===== src/rtl/ffr_pkg.sv =====
// Shared types, codes and default sizes for the frame flip and rotate engine.
package ffr_pkg;

	localparam int DEF_MAX_SIDE   = 256;
	localparam int DEF_PIXEL_BITS = 16;
	localparam int QUEUE_DEPTH    = 4;

	localparam int CFG_IDX_BITS  = 2;
	localparam int CFG_DATA_BITS = 9;

	localparam logic [CFG_IDX_BITS-1:0] REG_FRAME_WIDTH  = 2'd0;
	localparam logic [CFG_IDX_BITS-1:0] REG_FRAME_HEIGHT = 2'd1;
	localparam logic [CFG_IDX_BITS-1:0] REG_ORIENT_MODE  = 2'd2;

	localparam logic OP_WRITE = 1'b0;
	localparam logic OP_READ  = 1'b1;

	typedef enum logic [2:0] {
		MODE_PASS     = 3'd0,
		MODE_MIRROR_H = 3'd1,
		MODE_MIRROR_V = 3'd2,
		MODE_ROT90    = 3'd3,
		MODE_ROT180   = 3'd4,
		MODE_ROT270   = 3'd5
	} orient_mode_t;

	typedef enum logic [1:0] {
		CMD_WRITE = 2'd0,
		CMD_READ  = 2'd1,
		CMD_ERROR = 2'd2
	} cmd_kind_t;

	typedef struct packed {
		logic        op;
		logic [15:0] pixel_in;
	} req_t;

	typedef struct packed {
		logic [15:0] pixel_out;
		logic        last_pixel;
		logic        status;
	} result_t;

endpackage


===== src/rtl/ffr_queue.sv =====
// Short command queue between the front end and the frame store.
module ffr_queue import ffr_pkg::*; #(
	parameter int WIDTH = 8
) (
	input  logic             clk,
	input  logic             arst_n,
	input  logic             push,
	input  logic [WIDTH-1:0] push_data,
	input  logic             pop,
	output logic [WIDTH-1:0] head,
	output logic             empty,
	output logic             full
);

	localparam int PW = (QUEUE_DEPTH > 1) ? $clog2(QUEUE_DEPTH) : 1;
	localparam int NW = $clog2(QUEUE_DEPTH + 1);

	logic [WIDTH-1:0] slots_q [QUEUE_DEPTH];
	logic [PW-1:0]    wr_ptr_q, rd_ptr_q;
	logic [NW-1:0]    count_q;
	logic             do_push, do_pop;

	assign empty   = (count_q == '0);
	assign full    = (count_q == NW'(QUEUE_DEPTH));
	assign head    = slots_q[rd_ptr_q];
	assign do_push = push && !full;
	assign do_pop  = pop && !empty;

	always_ff @(posedge clk) begin
		if (do_push)
			slots_q[wr_ptr_q] <= push_data;
	end

	always_ff @(posedge clk or negedge arst_n) begin
		if (!arst_n) begin
			wr_ptr_q <= '0;
			rd_ptr_q <= '0;
			count_q  <= '0;
		end else begin
			if (do_push)
				wr_ptr_q <= (wr_ptr_q == PW'(QUEUE_DEPTH - 1)) ? '0 : wr_ptr_q + PW'(1);
			if (do_pop)
				rd_ptr_q <= (rd_ptr_q == PW'(QUEUE_DEPTH - 1)) ? '0 : rd_ptr_q + PW'(1);
			if (do_push && !do_pop)
				count_q <= count_q + NW'(1);
			else if (do_pop && !do_push)
				count_q <= count_q - NW'(1);
		end
	end

endmodule


===== config.mk =====
export PLATFORM = sky130hd
export DESIGN_NAME = ffr_queue
export DESIGN_NICKNAME = d
export VERILOG_FILES = /design/src/rtl/ffr_pkg.sv /design/src/rtl/ffr_queue.sv
export SDC_FILE = /design/constraint.sdc
export NUM_CORES = 1
export LEC_CHECK = 0
export BUFFER_PORTS_ARGS = -buffer_cell sky130_fd_sc_hd__buf_4
export CAP_MARGIN = 10
export CORE_MARGIN = 2
export CORE_UTILIZATION = 42
export DETAILED_ROUTE_END_ITERATION = 8
export SLEW_MARGIN = 20
export SYNTH_ARGS = -nofsm -noshare
export SYNTH_HDL_FRONTEND = slang
export SYNTH_SLANG_ARGS = --single-unit

===== constraint.sdc =====
create_clock -name clk -period 1.9 [get_ports clk]
set_input_delay 0.57 -clock clk [delete_from_list [all_inputs] [get_ports clk]]
set_output_delay 0.57 -clock clk [all_outputs]
set_load 0.1 [all_outputs]

==> impl_metrics.toml <==
[timing]
timing.final.hold_violations = 0
fin_skew_ps = 2.29
drv_slew = 0
max_freq_mhz = 471
layout_setup_ws_ps = -221
relSlewSlack = 0.696
min_period_ps = 2120
worst_slew_pin_slew_ps = 456
fin_crit_sh = 1.12
rsz0062_at_grt = "yes"
setup-violations-final = 8

[floorplan]
pin_count = 22
die_x_um = 66.1
core_area_um2 = 3690
initial_core_util = 0.439
dieHeight_um = 66.1
rows = 22
die_area_um2 = 4370

[synthesis]
synth_top_area_share = 0.593
yosys_register_bits = 39
synthTopCellsByArea = "edfxtp_1, mux4_2, dfrtp_1, ha_1, mux2_2"
synth_cell_types = 19
yosys_warnings = 0
netlist_instances = 79
synth.avg_cell_area_um2 = 20.5
yosysMostFrequentCell = "edfxtp_1"
ys.flop_type = "edfxtp_1"
synth.cell_area_um2 = 1620
seq_area_frac_synth = 0.701
synthTopCellsByCount = "edfxtp_1, mux4_2, dfrtp_1"
synth_top_area_cell = "edfxtp_1"
synth_edf_count = 32
ys_async_sr_fraction = 0.179
syn_nets = 98

[worst_setup_path]
r2r_cells = 6
r2r_slack_ps = 70
slowest_stage = "mux4_2"
critPathTopFamily = "multiplexers"
cp.required_ps = 1330
path_buf_inv = 2
worstPathCellList = "buf_12, mux4_2, buf_6"
startpoint_type = "register"
r2r_start = "count_q[0]"
cp-end-kind = "output port"
path_max_fanout = 8
critPathArrivalTime_ps = 1550
critPathMaxStageDelay_ps = 520
cp-startpoint = "rd_ptr_q[0]"
r2r_end = "count_q[1]"
path_class = "reg2out"

[clock_tree]
cts_max_path_buffers = 2
cts_tree = "yes"
cts.clk_slew.worst_paths_ps = 70
htreeDepth = 2
cts_buffers = 5
cts_sinks = 39
clock-root-buffer = "clkbuf_8"
clk_latency_ps = 280
ctsHoldBuffers = 0

[placement]
io_buffers = 21
place_congestion = 0.654
hpwlAfterDp_mm = 1.72
placed_cell_area_um2 = 1890

[worst_hold_path]
min_path_type = "in2async"

[route]
vias = 777
final_antenna_net_count = 0
via_per_inst = 4.83
wl_per_cell_um = 15.4
drt-total-wl_mm = 2.47
firstDrtPassIters = 4
first_iter_violations = 31
drc = 0

[status]
status = "complete, but fails checks"
violations = "negative setup slack"

[grt]
grt_pass1_wl_mm = 4.03
first_global_vias = 831
grt_max_degree = 13
grt-ovfl-total = 0
grt_usage = 0.133
grt_antenna_before_repair = 0

[finish]
syn_to_final_growth_pct = 27.5
fin_area_um2 = 2070
diodes = 0
drive_gt1_frac = 0.549
layout.nets = 131

[flow_run]
cap_violations = 0
-- area by class of cell --
class                           instances  area, µm²
Multi-Input combinational cell         34        484
Timing Repair Buffer                   29        264
Inverter                                3       11.3
Clock buffer                            5       68.8
Fill cell                             297       1620
Tap cell                               48       60.1
Sequential cell                        39       1140
Clock inverter                          3       38.8
-- layer usage --
layer / global-route usage / vias up / share of wire
met3: 0.0392 / 5 / 0.040
li1: - / 362 / -
met1: 0.164 / 396 / 0.40
met2: 0.211 / 14 / 0.54
met4: 0.0689 / 0 / 0.021
met5: 0 / - / 0
-- stage by stage --
stage	setup slack, ps	std cells	utilization	TNS, ps	hold slack (ps)
CTS	-249	157	0.551	-1860	79.1
detailed placement	6.44	149	0.513	0	385
finish	-221	161	0.560	-1660	86.9
global route	-289	161	0.560	-2200	71.7
floorplan	-681	79	-	-5640	274
global placement	35.6	149	0.513	0	387
-- worst max-delay path by stage --
stage / endpoint / depth (start not counted)
floorplan: count_q[2] / 8
global placement: count_q[2] / 8
detailed placement: count_q[2] / 8
CTS: head[3] / 3
global route: head[3] / 3
finish: head[3] / 3
-- layout by cell type (no fill, tap or decap) --
cell,n
and2_4,4
buf_12,1
buf_4,19
buf_6,9
bufinv_16,1
clkbuf_8,5
clkinv_1,1
clkinv_2,1
dfrtp_1,5
dfrtp_2,2
edfxtp_1,32
fa_2,1
ha_1,5
ha_4,1
inv_1,2
inv_2,1
mux2_2,3
mux2_4,2
mux4_2,8
nand2b_4,1
nor2_1,3
nor2b_2,1
nor3_4,1
nor3b_4,1
xnor2_1,1
xor2_1,2
-- kinds of logic after synthesis --
logic type	count (synthesis)	synth area share
xor+xnor	3	0.0162
fa+ha+maj	7	0.0587
buf+inv	6	0.0193
flops	39	0.701
mux	13	0.151
simple gates	11	0.0541
-- flip-flops by register name, indices dropped and copies added (netlist names) --
signal    count
wr_ptr_q      2
slots_q      32
count_q       3
rd_ptr_q      2
-- timing repair --
item                       in CTS  in global routing
pin swaps                       0                  4
setup endpoints to repair       9                 10
gates resized for setup         9                  2
buffers inserted                0                  4
Power is not shown: default switching activity piles up to over one toggle a cycle in this logic, so the estimate is an artifact.
