**config.mk**
```make
export PLATFORM = sky130hd
export DESIGN_NAME = ffr_front
export DESIGN_NICKNAME = d
export VERILOG_FILES = /design/src/rtl/ffr_pkg.sv /design/src/rtl/ffr_front.sv
export SDC_FILE = /design/constraint.sdc
export NUM_CORES = 1
export LEC_CHECK = 0
export BUFFER_PORTS_ARGS = -buffer_cell sky130_fd_sc_hd__clkbuf_2
export CAP_MARGIN = 10
export CORE_UTILIZATION = 45
export CTS_CLUSTER_SIZE = 16
export DETAILED_ROUTE_END_ITERATION = 16
export PLACE_DENSITY_LB_ADDON = 0.12
export SLEW_MARGIN = 20
export SYNTH_ARGS = -nofsm -noshare
export SYNTH_HDL_FRONTEND = slang
export SYNTH_SLANG_ARGS = --single-unit
```
**constraint.sdc**
```tcl
create_clock -name clk -period 11.6 [get_ports clk]
set_input_delay 0 -clock clk [delete_from_list [all_inputs] [get_ports clk]]
set_output_delay 0 -clock clk [all_outputs]
set_load 0.01 [all_outputs]
```
**src/rtl/ffr_pkg.sv**
```systemverilog
// Shared types, codes and default sizes for the frame flip and rotate engine.
package ffr_pkg;

	localparam int DEF_MAX_SIDE   = 256;
	localparam int DEF_PIXEL_BITS = 16;
	localparam int QUEUE_DEPTH    = 4;

	localparam int CFG_IDX_BITS  = 2;
	localparam int CFG_DATA_BITS = 9;

	localparam logic [CFG_IDX_BITS-1:0] REG_FRAME_WIDTH  = 2'd0;
	localparam logic [CFG_IDX_BITS-1:0] REG_FRAME_HEIGHT = 2'd1;
	localparam logic [CFG_IDX_BITS-1:0] REG_ORIENT_MODE  = 2'd2;

	localparam logic OP_WRITE = 1'b0;
	localparam logic OP_READ  = 1'b1;

	typedef enum logic [2:0] {
		MODE_PASS     = 3'd0,
		MODE_MIRROR_H = 3'd1,
		MODE_MIRROR_V = 3'd2,
		MODE_ROT90    = 3'd3,
		MODE_ROT180   = 3'd4,
		MODE_ROT270   = 3'd5
	} orient_mode_t;

	typedef enum logic [1:0] {
		CMD_WRITE = 2'd0,
		CMD_READ  = 2'd1,
		CMD_ERROR = 2'd2
	} cmd_kind_t;

	typedef struct packed {
		logic        op;
		logic [15:0] pixel_in;
	} req_t;

	typedef struct packed {
		logic [15:0] pixel_out;
		logic        last_pixel;
		logic        status;
	} result_t;

endpackage

```
**src/rtl/ffr_front.sv**
```systemverilog
// Front end: configuration registers, write and read counters, address generation.
module ffr_front import ffr_pkg::*; #(
	parameter int MAX_SIDE   = DEF_MAX_SIDE,
	parameter int PIXEL_BITS = DEF_PIXEL_BITS,
	parameter int CMD_BITS   = 2 + 1 + $clog2(MAX_SIDE * MAX_SIDE) + PIXEL_BITS
) (
	input  logic                     clk,
	input  logic                     arst_n,
	input  logic                     cfg_we,
	input  logic [CFG_IDX_BITS-1:0]  cfg_idx,
	input  logic [CFG_DATA_BITS-1:0] cfg_wdata,
	input  logic                     accept,
	input  req_t                     req,
	output logic                     push,
	output logic [CMD_BITS-1:0]      cmd
);

	localparam int SW = $clog2(MAX_SIDE + 1);
	localparam int CW = $clog2(MAX_SIDE);
	localparam int AW = $clog2(MAX_SIDE * MAX_SIDE);

	typedef struct packed {
		cmd_kind_t             kind;
		logic                  last;
		logic [AW-1:0]         addr;
		logic [PIXEL_BITS-1:0] data;
	} cmd_t;

	logic [CFG_DATA_BITS-1:0] width_q, height_q;
	logic [2:0]               mode_q;
	logic [SW-1:0]            write_row_q;
	logic [CW-1:0]            write_col_q;
	logic [CW-1:0]            read_row_q, read_col_q;
	logic                     loaded_q;

	logic [SW-1:0] w_eff, h_eff, ow, oh;
	logic [SW-1:0] col_inc, row_inc, rc_inc, rr_inc;
	logic [CW-1:0] r, c, sr, sc;
	logic          last;
	logic          swap;
	cmd_t          cmd_c;

	function automatic logic [SW-1:0] side_of(input logic [CFG_DATA_BITS-1:0] v);
		logic [31:0] v32;
		v32 = 32'(v);
		if (v32 == 32'd0)
			return SW'(1);
		else if (v32 > 32'(MAX_SIDE))
			return SW'(MAX_SIDE);
		else
			return SW'(v32);
	endfunction

	always_ff @(posedge clk or negedge arst_n) begin
		if (!arst_n) begin
			width_q  <= CFG_DATA_BITS'(256);
			height_q <= CFG_DATA_BITS'(256);
			mode_q   <= MODE_PASS;
		end else if (cfg_we) begin
			if (cfg_idx == REG_FRAME_WIDTH)
				width_q <= cfg_wdata;
			else if (cfg_idx == REG_FRAME_HEIGHT)
				height_q <= cfg_wdata;
			else if (cfg_idx == REG_ORIENT_MODE)
				mode_q <= cfg_wdata[2:0];
		end
	end

	always_comb begin
		w_eff = side_of(width_q);
		h_eff = side_of(height_q);
		swap  = (mode_q == MODE_ROT90) || (mode_q == MODE_ROT270);
		ow    = swap ? h_eff : w_eff;
		oh    = swap ? w_eff : h_eff;

		// Read position saturates when the output frame has shrunk.
		r = (SW'(read_row_q) < oh) ? read_row_q : CW'(oh - SW'(1));
		c = (SW'(read_col_q) < ow) ? read_col_q : CW'(ow - SW'(1));

		case (orient_mode_t'(mode_q))
			MODE_MIRROR_H: begin
				sr = r;
				sc = CW'(w_eff - SW'(1) - SW'(c));
			end
			MODE_MIRROR_V: begin
				sr = CW'(h_eff - SW'(1) - SW'(r));
				sc = c;
			end
			MODE_ROT90: begin
				sr = CW'(h_eff - SW'(1) - SW'(c));
				sc = r;
			end
			MODE_ROT180: begin
				sr = CW'(h_eff - SW'(1) - SW'(r));
				sc = CW'(w_eff - SW'(1) - SW'(c));
			end
			MODE_ROT270: begin
				sr = c;
				sc = CW'(w_eff - SW'(1) - SW'(r));
			end
			default: begin
				sr = r;
				sc = c;
			end
		endcase

		last    = (SW'(r) == oh - SW'(1)) && (SW'(c) == ow - SW'(1));
		rc_inc  = SW'(c) + SW'(1);
		rr_inc  = SW'(r) + SW'(1);
		col_inc = SW'(write_col_q) + SW'(1);
		row_inc = write_row_q + SW'(1);

		push       = 1'b0;
		cmd_c.kind = CMD_WRITE;
		cmd_c.last = 1'b0;
		cmd_c.addr = AW'(write_row_q[CW-1:0]) * AW'(MAX_SIDE) + AW'(write_col_q);
		cmd_c.data = req.pixel_in[PIXEL_BITS-1:0];
		if (accept) begin
			if (req.op == OP_WRITE) begin
				push = !loaded_q && (write_row_q < h_eff);
			end else if (!loaded_q) begin
				push       = 1'b1;
				cmd_c.kind = CMD_ERROR;
			end else begin
				push       = 1'b1;
				cmd_c.kind = CMD_READ;
				cmd_c.last = last;
				cmd_c.addr = AW'(sr) * AW'(MAX_SIDE) + AW'(sc);
			end
		end
		cmd = cmd_c;
	end

	always_ff @(posedge clk or negedge arst_n) begin
		if (!arst_n) begin
			write_row_q <= '0;
			write_col_q <= '0;
			read_row_q  <= '0;
			read_col_q  <= '0;
			loaded_q    <= 1'b0;
		end else if (accept) begin
			if (req.op == OP_WRITE) begin
				if (!loaded_q) begin
					if (write_row_q >= h_eff) begin
						loaded_q <= 1'b1;
					end else if (col_inc >= w_eff) begin
						write_col_q <= '0;
						write_row_q <= row_inc;
						if (row_inc >= h_eff)
							loaded_q <= 1'b1;
					end else begin
						write_col_q <= CW'(col_inc);
					end
				end
			end else if (loaded_q) begin
				if (last) begin
					write_row_q <= '0;
					write_col_q <= '0;
					read_row_q  <= '0;
					read_col_q  <= '0;
					loaded_q    <= 1'b0;
				end else if (rc_inc >= ow) begin
					read_col_q <= '0;
					read_row_q <= CW'(rr_inc);
				end else begin
					read_row_q <= r;
					read_col_q <= CW'(rc_inc);
				end
			end
		end
	end

endmodule

```
==> metrics <==
status complete, no violations; Switch Pwr 1.11 mW; Area growth syn-to-layout 6.53%; first-pass GRT wire length around 37,000 microns; Die Ht 129 microns; per-cell routed wire length 20.8 microns; Port-buffer cells 35; Placer Congestion 0.935; maximum vdd drop 0.107 mV; number of global-route vias before repair 6,397; Inst Count DP 1,140; Critical Path Source mode_q[2]; final wirelength 24,000 microns; vias 7,165; Yosys top cell by area dfrtp_1; Reg power frac 15.1%; Switching Fraction 54.5%; Final Slew Violations 0; register area share after synthesis a little under a fifth; final hold violations 0; largest net degree at the start of global routing 56; top cells by area, synth dfrtp_1 18%, ha_1 12%, o21ai_0 4.8%, a21oi_1 4.7%, nand2_1 4.5%; worst endpoint required time around 12 ns; antenna viol nets, final 0; final instance count without filler cells 1,156; Final Cell Area between 7000 and 8000 sq um; Netlist cell types 73; leakage power 3.36 nW; drt via density slightly above 6; Post-DP Area 7490 sq um; setup TNS 0 ns; RSZ-0062 raised after global routing false; critical path endpoint cmd[31]; Site Rows 46; worst path arrival time 6.54 ns; CTS Buf Count 5; number of H-tree levels 2; Worst Path Max Fanout 34; area share of the largest cell type after synthesis 18.3%; Setup Viol. Count Final 0; IO Count 68; beginning of the worst register-to-register path mode_q[0]; critical path class flip-flop to primary output; Worst setup EP type primary output; Core Box Area 15,800 sq um; Worst-Skew Late Latency about 0.32 ns; worst slew pin tran 1.05 ns; Rel. slew slack 28.1%; gr usage total 29.7%; top_reg_cell synth dfrtp_1; global route total overflow 0; EDFF count, synth 0; initial antenna violation count 0; P per Cell Area between 200 and 300 nW/um^2; Comb power frac about three quarters; Startpoint Class flip-flop; Clock transition at path regs 0.07 ns; R2R depth 21; diode count 0; DPL Wire Length around 18,000 microns; syn_area_per_cell 7.70 sq um; Bufs on Longest Clock Path 2; total power 2.04 mW; YS warnings 0; worst r2r dst read_row_q[6]; share of post-route cells with drive strength above 1 11.2%; cells after synthesis 940; final clock skew 0.0131 ns; final worst path period share roughly 56%; clock sink count 55; Reg2Reg Setup Slack 5.21 ns; Root Buffer clkbuf_16; async set or reset register ratio after synthesis 100%; initial core utilization 45.9%; DR pass1 iterations 7; Clock Power Share 7.9%; Hold Path Class input pin to primary output; Die ar. roughly 17,000 sq um; Period minus WS final 6.54 ns; number of synthesized register bits 55; Int Pwr around 0.93 mW; CTS tree done; fmax 0.153 GHz; share of the core filled with cells about 49%; NumNets Final 1,045; synthesized area 7240 sq um; DRC 0; max-cap violation count 0; Iteration-0 DRC Markers 727; Die Wd 129 microns; syn nets roughly 1.0k
worst min-delay path by stage:
stage                       start          end  slack [ns]  cells past startpoint
after floorplan            arst_n  height_q[0]       -0.30                      0
after global placement     req[0]       cmd[0]     0.00007                      0
after detailed placement   req[0]       cmd[0]     0.00007                      0
after CTS                  req[0]       cmd[0]     0.00007                      0
after global routing       req[3]       cmd[3]     0.00002                      0
final                     req[13]      cmd[13]    0.000004                      0
power by group through the flow:
| stage | combinational [mW] | clock [mW] | sequential, mW |
|---|---|---|---|
| after detailed placement | 1.53 | 0 | 0.309 |
| final | 1.57 | 0.162 | 0.309 |
| after global placement | 1.53 | 0 | 0.311 |
| after CTS | 1.54 | 0.168 | 0.306 |
| after floorplan | 1.15 | 0 | 0.270 |
| after global routing | 1.72 | 0.171 | 0.315 |
state kept, by name, summed over array words and instances, names as in the netlist:
name / count
height_q: 9
loaded_q: 1
mode_q: 3
read_col_q: 8
read_row_q: 8
width_q: 9
write_col_q: 8
write_row_q: 9
layout make-up:
cell class              instances  area, sq um
inverters                      44          165
clock inverters                 3         18.8
clock buffers                   5          125
well taps                     216          270
repair buffers                 60          383
fillers                      1615         8060
flip-flops and latches         55         1380
multi-input cells             773         5370
cells by family (layout without fill, tap and decap cells):
kind of cell | count (synthesis) | in the layout | share of synthesized area, %
adders and majority gates | 74 | 74 | 13.0
and+or+nand+nor | 317 | 317 | 22.1
muxes | 47 | 47 | 6.98
DFF | 55 | 55 | 19.0
xor gates and xnor gates | 54 | 54 | 6.82
buffers and inverters | 112 | 112 | 6.76
AOI/OAI and AO/OA | 281 | 281 | 25.3
critical path: stages (launching register included):
cell and delay [ns]:
dfrtp_1 0.37, buf_4 0.34, xnor2_2 0.12, nor2_1 0.51, buf_4 0.33, nor2_1 0.07
a21oi_1 0.14, ha_1 0.26, a211oi_1 0.26, o21ai_0 0.15, a211oi_1 0.24, o31ai_2 0.12
buf_4 0.22, o21ai_1 0.51, mux2i_1 0.25, ha_1 0.32, nor2b_1 0.12, o21ai_0 0.14
nand2b_1 0.11, a21oi_1 0.16, o21bai_1 0.11, a31oi_1 0.35, xnor3_1 0.37, o21ai_0 0.17
a221oi_1 0.14, a21oi_1 0.17, clkbuf_2 0.15
cells in the final DEF (no fill, tap or decap), types with 28 or more instances in the layout:
cell type and instances:
nand2_1 86, dfrtp_1 53, o21ai_0 70, mux2_2 28, ha_1 72, xnor2_1 28, clkbuf_2 35, nor2_1 66
a21oi_1 68, inv_1 42, nand3_1 31
through the flow:
| stage | setup WS [ns] | hold slack [ns] |
|---|---|---|
| after CTS | 5.18 | 0.0000686 |
| after floorplan | 6.27 | -0.296 |
| after global routing | 4.63 | 0.0000167 |
| after global placement | 5.48 | 0.0000686 |
| after detailed placement | 5.35 | 0.0000686 |
| final | 5.06 | 0.00000444 |
synthesized netlist by cell type, types with 8 or more instances:
cell type	instances
nand2_1	86
o21bai_1	10
nand2b_1	14
o22ai_1	8
xnor2_1	28
mux2_2	28
dfrtp_1	53
a31oi_1	11
o211ai_1	8
a21o_1	17
a21oi_1	68
a22o_1	8
clkbuf_1	42
o21a_1	9
inv_1	42
nand4_1	11
and3_1	11
nor4_1	12
mux2i_1	19
a211oi_1	13
buf_4	16
ha_1	72
nor2_1	66
xor2_1	24
nor2b_1	19
nor3_1	24
o21ai_0	70
or4_1	9
nand3_1	31
nand3b_1	8
repair_timing:
item,4_1_cts,5_1_grt
setup buffers,0,0
gates resized for setup,0,0
hold buffers,8,0
hold endpoints to repair,68,0
per-layer routing:
layer / part of all wire [%] / up-vias / track usage (%)
li1: - / 3438 / -
met1: 44 / 3374 / 40.5
met2: 45 / 298 / 46.7
met3: 6.9 / 55 / 3.62
met4: 4.2 / 0 / 13.7
met5: 0 / - / 0
(Power assumes the default switching activity.)
